### config.mk
export PLATFORM = sky130hd
export DESIGN_NAME = drc_div
export DESIGN_NICKNAME = d
export VERILOG_FILES = /design/src/rtl/drc_pkg.sv /design/src/rtl/drc_div.sv
export SDC_FILE = /design/constraint.sdc
export NUM_CORES = 1
export LEC_CHECK = 0
export BUFFER_PORTS_ARGS = -buffer_cell sky130_fd_sc_hd__buf_4
export CAP_MARGIN = 20
export CORE_UTILIZATION = 60
export CTS_CLUSTER_DIAMETER = 30
export CTS_CLUSTER_SIZE = 30
export DETAILED_ROUTE_END_ITERATION = 16
export PLACE_DENSITY = 0.93
export SLEW_MARGIN = 20
export SYNTH_ARGS = -nofsm -noshare
export SYNTH_HDL_FRONTEND = slang
export SYNTH_SLANG_ARGS = --single-unit
export TNS_END_PERCENT = 10
### constraint.sdc
create_clock -name clk -period 7.2 [get_ports clk]
set_input_delay 0 -clock clk [delete_from_list [all_inputs] [get_ports clk]]
set_output_delay 0 -clock clk [all_outputs]
set_load 0.1 [all_outputs]
### src/rtl/drc_pkg.sv
`timescale 1ns / 1ps
package drc_pkg;

	localparam int FRAC_BITS = 16;
	localparam longint ONE = 64'd1 << FRAC_BITS;

	// field widths of the channels
	localparam int SW_W   = 13;
	localparam int POS_W  = 22;
	localparam int VEC_W  = 19;
	localparam int COL_W  = 12;
	localparam int CELL_W = 6;
	localparam int KIND_W = 2;
	localparam int STAT_W = 2;
	localparam int DIST_W = 32;
	localparam int LINE_W = 13;
	localparam int CIDX_W = 4;
	localparam int CDAT_W = 32;

	// shared divider
	localparam int NUM_W = 45;
	localparam int DEN_W = 33;

	localparam logic [DIST_W-1:0] DIST_CAP = '1;
	localparam int LH_W = 21;
	localparam logic [LH_W-1:0] LINE_CAP = LH_W'(1) << 20;

	localparam logic OP_WRITE = 1'b0;
	localparam logic OP_CAST  = 1'b1;

	localparam logic [KIND_W-1:0] KIND_EMPTY = 2'd0;
	localparam logic [KIND_W-1:0] KIND_WALL  = 2'd1;
	localparam logic [KIND_W-1:0] KIND_DOOR  = 2'd2;
	localparam logic [KIND_W-1:0] KIND_RSVD  = 2'd3;

	localparam logic [STAT_W-1:0] ST_HIT   = 2'd0;
	localparam logic [STAT_W-1:0] ST_MISS  = 2'd1;
	localparam logic [STAT_W-1:0] ST_WRITE = 2'd2;

	localparam logic [CIDX_W-1:0] REG_SCREEN_WIDTH  = 4'd0;
	localparam logic [CIDX_W-1:0] REG_SCREEN_HEIGHT = 4'd1;
	localparam logic [CIDX_W-1:0] REG_PLAYER_X      = 4'd2;
	localparam logic [CIDX_W-1:0] REG_PLAYER_Y      = 4'd3;
	localparam logic [CIDX_W-1:0] REG_VIEW_DIR_X    = 4'd4;
	localparam logic [CIDX_W-1:0] REG_VIEW_DIR_Y    = 4'd5;
	localparam logic [CIDX_W-1:0] REG_CAM_PLANE_X   = 4'd6;
	localparam logic [CIDX_W-1:0] REG_CAM_PLANE_Y   = 4'd7;

	typedef struct packed {
		logic busy;
		logic done;
	} div_stat_t;

endpackage

### src/rtl/drc_div.sv
`timescale 1ns / 1ps
module drc_div (
	input  logic                      clk,
	input  logic                      arst_n,
	input  logic                      start,
	input  logic [drc_pkg::NUM_W-1:0] num,
	input  logic [drc_pkg::DEN_W-1:0] den,
	output logic [drc_pkg::NUM_W-1:0] quo,
	output drc_pkg::div_stat_t        stat
);
	import drc_pkg::*;

	localparam int CNT_W = $clog2(NUM_W);

	logic             busy_q;
	logic             done_q;
	logic [CNT_W-1:0] cnt_q;
	logic [DEN_W-1:0] rem_q;
	logic [DEN_W-1:0] den_q;
	logic [NUM_W-1:0] quo_q;
	logic [DEN_W:0]   trial;
	logic             fits;

	// one quotient bit per cycle, restoring
	assign trial = {rem_q, quo_q[NUM_W-1]};
	assign fits  = trial >= {1'b0, den_q};

	always_ff @(posedge clk or negedge arst_n) begin
		if (!arst_n) begin
			busy_q <= 1'b0;
			done_q <= 1'b0;
			cnt_q  <= '0;
		end else begin
			done_q <= 1'b0;
			if (start) begin
				busy_q <= 1'b1;
				cnt_q  <= '0;
			end else if (busy_q) begin
				cnt_q <= cnt_q + CNT_W'(1);
				if (cnt_q == CNT_W'(NUM_W - 1)) begin
					busy_q <= 1'b0;
					done_q <= 1'b1;
				end
			end
		end
	end

	always_ff @(posedge clk) begin
		if (start) begin
			quo_q <= num;
			rem_q <= '0;
			den_q <= den;
		end else if (busy_q) begin
			rem_q <= fits ? DEN_W'(trial - {1'b0, den_q}) : trial[DEN_W-1:0];
			quo_q <= {quo_q[NUM_W-2:0], fits};
		end
	end

	assign quo       = quo_q;
	assign stat.busy = busy_q;
	assign stat.done = done_q;

endmodule

==> impl_metrics.ini, run 1 <==
[outcome]
outcome = completed

[finish]
register_area_um2 = 3204
multi_input_area_um2 = 3203
area_delta_synth_final_pct = 35.21
finalNonFillerCells = 993
nFillCells = 508
drive_above_1_share_pct = 25.21
antennaDiodeCount = 0
fin_nets = 957
layout_commonest_cell = buf_4
mostFrequentLayoutCells = buf_4, dlygate4sd3_1, edfxtp_1, nor2_1, a21oi_1
utilization_pct = 83.62

[sta]
setup_tns_ns = 0
finalCritPeriodShare_pct = 54.36
hold_violations = 0
clock_skew_ns = 0.01199
drv_slew = 0
worst_pin_slew_ns = 1.085
fmax_ghz = 0.2555
period_minus_slack_ns = 3.914
rsz0062_at_grt = no
setup_violations = 0
slew_headroom_pct = 27.43

[drt]
viasPerCell = 6.184
drt_iter0_drc = 763
drc_errors = 0
num_vias = 6141
totalWireLength_mm = 20.80
post_drt_wl_per_cell_um = 20.95
ant_nets = 0
firstDrtPassIters = 6

[clock_network]
cts-buffers-inserted = 17
cts.sinks = 119
cts_hold_buf = 81
postCtsSetupBuffers = 0
clkTransAtPathRegs_ns = 0.06
cts_resized = 0
cts_tree = done
h-tree-depth = 4
cts.path.max_buffers = 2
clk_latency_ns = 0.54
cts_root_buffer = clkbuf_8

[pwr]
ir_worst_vdd_mv = 0.2948
p_leak_nw = 4.003
powerDensity_nw_per_um2 = 354.6

[setup_path]
required_ns = 7.58
path_class = register to register
end_kind = register
critical_path_arrival_ns = 4.29
path_max_fanout = 36
worstSetupStartpointType = register
rr_worst_depth = 13

[logic_synthesis]
ys_ff_latch = 119
ys_seq_area_share_pct = 47.57
postSynthNetCount = 764
yosys.cell_types.count = 69
synth.top_cell.area_share_pct = 34.78
synth_area_um2 = 6734
ys_warn_count = 0
yosys-top-cells-area = edfxtp_1, dfxtp_1, mux2_2, ha_1, a21oi_1
synth_ff_type = edfxtp_1
syn_area_per_cell_um2 = 10.41
synth_enable_flop_cells = 78
synth_top_area_cell = edfxtp_1
async_reset_ff_share_pct = 6.723
syn_inst = 647

[floorplanning]
core_um2 = 10890
pin_count = 128
row_count = 38
dieArea_um2 = 11650
dieWidth_um = 107.9
die_h_um = 107.9
start_util_pct = 61.85

[place]
place.gp.congestion = 0.9036
dp.cells = 880
port_buffers = 127
dp_hpwl_mm = 10.87

[grt]
overflow = 0
grt_pass1_wl_mm = 32.49
grt_max_degree = 74
first_global_vias = 6165
grtUsageTotal_pct = 37.60
antenna_found_initial = 0

[min_path]
hold_class = input port to register
hold_depth = 2

[run]
drv_cap = 0
==> power by group <==
group | leakage [nW] | internal (W) | total (W) | switching, W
combinational | 2.56 | 0.000536 | 0.00144 | 0.000904
sequential | 1.17 | 0.000857 | 0.000962 | 0.000105
clock | 0.270 | 0.000498 | 0.000827 | 0.000328
total | 4.00 | 0.00189 | 0.00323 | 0.00134
==> routing by layer <==
layer	track usage (%)	wire, um
met1	42.98	7891
met2	61.65	9827
met5	0	0
met4	21.43	1169
met3	12.54	1914
==> registers in the layout (all words and copies together), names as in the netlist <==
name    cells
busy_q      1
cnt_q       6
den_q      33
done_q      1
quo        45
rem_q      33
==> path summary, 6_finish.rpt <==
| path | start | to | slack (ns) |
|---|---|---|---|
| setup / recovery | quo[44] | rem_q[2] | 3.29 |
| hold / removal | den[23] | den_q[23] | 0.19 |
| setup reg to reg | quo[44] | rem_q[2] | 3.29 |
| hold reg to reg | rem_q[18] | rem_q[18] | 0.51 |
| max in group asynchronous | arst_n | busy_q | 6.39 |
| min in group asynchronous | arst_n | cnt_q[4] | 0.50 |
==> cells in the mapped netlist (2+ instances only) <==
| cell type | count |
|---|---|
| a211o_1 | 2 |
| a211oi_1 | 24 |
| a21o_1 | 14 |
| a21oi_1 | 55 |
| a31oi_1 | 2 |
| and2_1 | 2 |
| and3_1 | 6 |
| and3b_1 | 2 |
| buf_1 | 5 |
| buf_2 | 8 |
| buf_4 | 4 |
| clkbuf_1 | 19 |
| dfrtp_1 | 8 |
| dfxtp_1 | 33 |
| edfxtp_1 | 78 |
| ha_1 | 35 |
| inv_1 | 45 |
| mux2_2 | 45 |
| mux2i_1 | 12 |
| nand2_1 | 35 |
| nand2b_1 | 4 |
| nand3_1 | 12 |
| nand4_1 | 10 |
| nand4b_1 | 2 |
| nor2_1 | 71 |
| nor2b_1 | 4 |
| nor3_1 | 7 |
| nor4_1 | 3 |
| o211ai_1 | 2 |
| o21a_1 | 2 |
| o21ai_0 | 17 |
| o21ai_1 | 5 |
| o21bai_1 | 4 |
| o22ai_1 | 3 |
| o41ai_1 | 2 |
| or3_1 | 3 |
| xnor2_1 | 18 |
| xor2_1 | 13 |
==> stage by stage <==
stage | setup slack, ns | hold slack, ns | total power (W) | area [um2]
final | 3.286 | 0.1884 | 0.003229 | 9105
after global routing | 3.058 | 0.1670 | 0.003375 | 9105
after CTS | 3.545 | 0.1691 | 0.003132 | 9105
after detailed placement | 3.566 | -0.1757 | 0.002278 | 7731
after global placement | 3.663 | -0.1797 | 0.002232 | 7731
after floorplan | 3.826 | -0.2956 | 0.002016 | 6734
==> kinds of logic (layout without fill, tap and decap cells) <==
group           count (synthesis)  count (layout)  synth area share, %
simple gates                  163             163                11.04
compound gates                158             158                16.24
flops                         119             119                47.57
buf+inv                        83             289                5.017
mux                            57              57                9.309
fa+ha+maj                      36              36                6.800
xor+xnor                       31              31                4.032
==> final cells by class <==
cell class                      instances  area share [%]
Sequential cell                       119           35.19
Clock buffer                           19           4.741
Timing Repair Buffer                  211           19.62
Tap cell                              140           1.924
Clock inverter                         13           1.443
Multi-Input combinational cell        445           35.18
Inverter                               46           1.896
==> worst max-delay path, stage by stage (launching register included) <==
cell and delay (ns):
edfxtp_1 0.44, inv_1 0.10, ha_1 0.17, inv_1 0.08
fa_1 0.46, a21o_1 0.24, a22o_1 0.19, o31ai_2 0.38
o41ai_4 0.18, a21oi_4 0.59, buf_4 0.48, o21ai_1 0.15
mux2i_1 0.20, nor2_1 0.07
Power figures use the tool's default switching activity.
==> run 2: changes to the inputs <==
--- a/config.mk
+++ b/config.mk
@@ -5,13 +5,14 @@
 export SDC_FILE = /design/constraint.sdc
 export NUM_CORES = 1
 export LEC_CHECK = 0
+export ABC_AREA = 1
 export BUFFER_PORTS_ARGS = -buffer_cell sky130_fd_sc_hd__buf_4
 export CAP_MARGIN = 20
-export CORE_UTILIZATION = 60
+export CORE_UTILIZATION = 58
 export CTS_CLUSTER_DIAMETER = 30
 export CTS_CLUSTER_SIZE = 30
 export DETAILED_ROUTE_END_ITERATION = 16
-export PLACE_DENSITY = 0.93
+export PLACE_DENSITY = 0.9
 export SLEW_MARGIN = 20
 export SYNTH_ARGS = -nofsm -noshare
 export SYNTH_HDL_FRONTEND = slang
==> constraint.sdc (replaced) <==
create_clock -name clk -period 3.8 [get_ports clk]
set_input_delay 0 -clock clk [delete_from_list [all_inputs] [get_ports clk]]
set_output_delay 0 -clock clk [all_outputs]
set_load 0.1 [all_outputs]
==> run 2 against run 1 <==
Sequential share of layout area fell by 3.9 points. Highest routed layer unchanged. Worst hold slack lost 0.18 ns. Synthesized cell count grew 68%. Fmax grew 39%. Wire length is 25% higher.
==> impl_metrics.ini, run 2 <==
[outcome]
outcome = completed

[drt]
totalWireLength_mm = 25.92
firstDrtPassIters = 6
viasPerCell = 5.519
num_vias = 8141
drc_errors = 0
ant_nets = 0
drt_iter0_drc = 989
post_drt_wl_per_cell_um = 17.57

[logic_synthesis]
synth.top_cell.area_share_pct = 30.17
ys_ff_latch = 119
yosys-top-cells-area = edfxtp_1, nand2_1, inv_1, dfxtp_1, ha_1
synth_top_area_cell = edfxtp_1
synth_enable_flop_cells = 78
postSynthNetCount = 1204
synth_xor_area_share_pct = 1.692
yosys.area_share.simple_pct = 36.28
synth_top_family_by_area = simple AND/OR/NAND/NOR gates
async_reset_ff_share_pct = 6.723
ys_seq_area_share_pct = 41.26
yosys.cell_types.count = 35
synthAdderAreaFrac_pct = 5.899
yosysMostFrequentCell = nand2_1
synthTopCellsByCount = nand2_1, inv_1, nand3_1, edfxtp_1, nor2_1
synth_ff_type = edfxtp_1
ys_warn_count = 0
syn_inst = 1087
syn_area_per_cell_um2 = 7.141
synthMuxAreaShare_pct = 0
synth_compound_area_share_pct = 3.449
synth_area_um2 = 7762

[setup_path]
cp_top_family = simple AND/OR/NAND/NOR gates
critPathBufInv = 4
path_max_fanout = 36
reg2reg_slack_ns = 0.99
cp-startpoint = den_q[17]
required_ns = 4.14
path_class = register to register
crit_path_end = rem_q[14]
slowest_stage = nand2_4
path_depth = 15
end_kind = register
crit_chain = inv_1 > ha_1 > nand2_1 > inv_1 > nand2_1 > nand2_1 > inv_1 > nand2_1 > inv_1 > nand2_2 > nand2_4 > nand2_8 > nand2_1 > nand3_1 > o21ai_1
r2r_start = den_q[17]
worstSetupStartpointType = register
rr_worst_depth = 15
r2r_end = rem_q[14]
crit_path_frequent_cell = nand2_1
cp_slowest_stage_delay_ns = 0.41
critical_path_arrival_ns = 3.14

[sta]
setup_tns_ns = 0
worst_pin_slew_ns = 0.9493
rsz0062_at_grt = no
clock_skew_ns = 0.01061
drv_slew = 0
period_minus_slack_ns = 2.806
hold_violations = 0
setup_violations = 0
slew_headroom_pct = 36.71
finalCritPeriodShare_pct = 73.85
fmax_ghz = 0.3564

[place]
dp_hpwl_mm = 14.49
dpl_cell_area_um2 = 8795
place.gp.congestion = 0.9803
dp.cells = 1363
port_buffers = 127

[pwr]
powerDensity_nw_per_um2 = 704.0
p_leak_nw = 5.440
ir_worst_vdd_mv = 0.3931
finalPower_w = 0.007210

[finish]
mostFrequentLayoutCells = nand2_1, inv_1, buf_4, nand3_1, dlygate4sd3_1
fin_area_um2 = 10240
finalNonFillerCells = 1475
utilization_pct = 79.86
fin_nets = 1407
largest_register_ffs = 45
drive_above_1_share_pct = 15.81
antennaDiodeCount = 0
layout_commonest_cell = nand2_1
area_delta_synth_final_pct = 31.95

[clock_network]
cts_tree = done
cts-buffers-inserted = 17
postCtsSetupBuffers = 0
cts.path.max_buffers = 2
h-tree-depth = 4
clk_latency_ns = 0.44
cts.sinks = 119
clkTransAtPathRegs_ns = 0.06
cts_root_buffer = clkbuf_16

[grt]
overflow = 0
antenna_found_initial = 0
grt_pass1_wl_mm = 41.44
grtUsageTotal_pct = 38.50
grt_max_degree = 60
first_global_vias = 8117

[floorplanning]
start_util_pct = 60.53
die_h_um = 117.7
dieWidth_um = 117.7
core_um2 = 12820
pin_count = 128
dieArea_um2 = 13850
row_count = 41

[min_path]
worstHoldStart = start
hold_class = input port to register

[run]
drv_cap = 0
-- run 2: worst min-delay path by stage --
| stage | endpoint | slack [ns] | depth (start not counted) |
|---|---|---|---|
| floorplan | busy_q | -0.30 | 0 |
| global placement | done_q | -0.18 | 1 |
| detailed placement | cnt_q[0] | -0.18 | 1 |
| CTS | den_q[29] | 0.008 | 1 |
| global route | den_q[29] | 0.01 | 1 |
| finish | den_q[29] | 0.01 | 1 |
-- run 2: final cells by class --
class / instances / area [um2]
multi-input cells: 750 / 3676
flip-flops and latches: 119 / 3203
fillers: 799 / 2582
repair buffers: 211 / 1784
inverters: 191 / 718.2
clock buffers: 19 / 452.9
well taps: 172 / 215.2
clock inverters: 13 / 192.7
-- run 2: power by group --
group          internal (W)  total [W]  switching, W
sequential          0.00164    0.00182      0.000184
combinational       0.00117    0.00360       0.00243
clock               0.00114    0.00179      0.000646
total               0.00395    0.00721       0.00326
-- run 2: timing repair --
item                      in CTS  in global routing
hold buffers                  80                  0
hold endpoints to repair      86                  0
gates resized for setup        0                  0
-- run 2: logic make-up (layout without fill, tap and decap cells) --
logic type / count (synthesis) / count (layout)
AND/OR/NAND/NOR: 649 / 649
adder cells (fa/ha/maj): 36 / 36
flip-flops: 119 / 119
AO/OA/AOI/OAI: 50 / 50
XOR/XNOR: 15 / 15
buffers and inverters: 218 / 434
-- run 2: per-stage QoR --
stage          hold slack (ns)  setup slack, ns
2_1_floorplan          -0.2956            1.184
3_3_place_gp           -0.1754            1.390
3_5_place_dp           -0.1764            1.289
4_1_cts               0.008495            1.253
5_1_grt                0.01174           0.9118
6_report               0.01172           0.9938
-- run 2: layer usage --
layer / up-vias / global-route usage (%) / wire (um)
li1: 3777 / - / -
met1: 3685 / 45.78 / 9647
met2: 566 / 63.82 / 12250
met3: 113 / 10.32 / 2848
met4: 0 / 19.79 / 1181
met5: - / 0 / 0
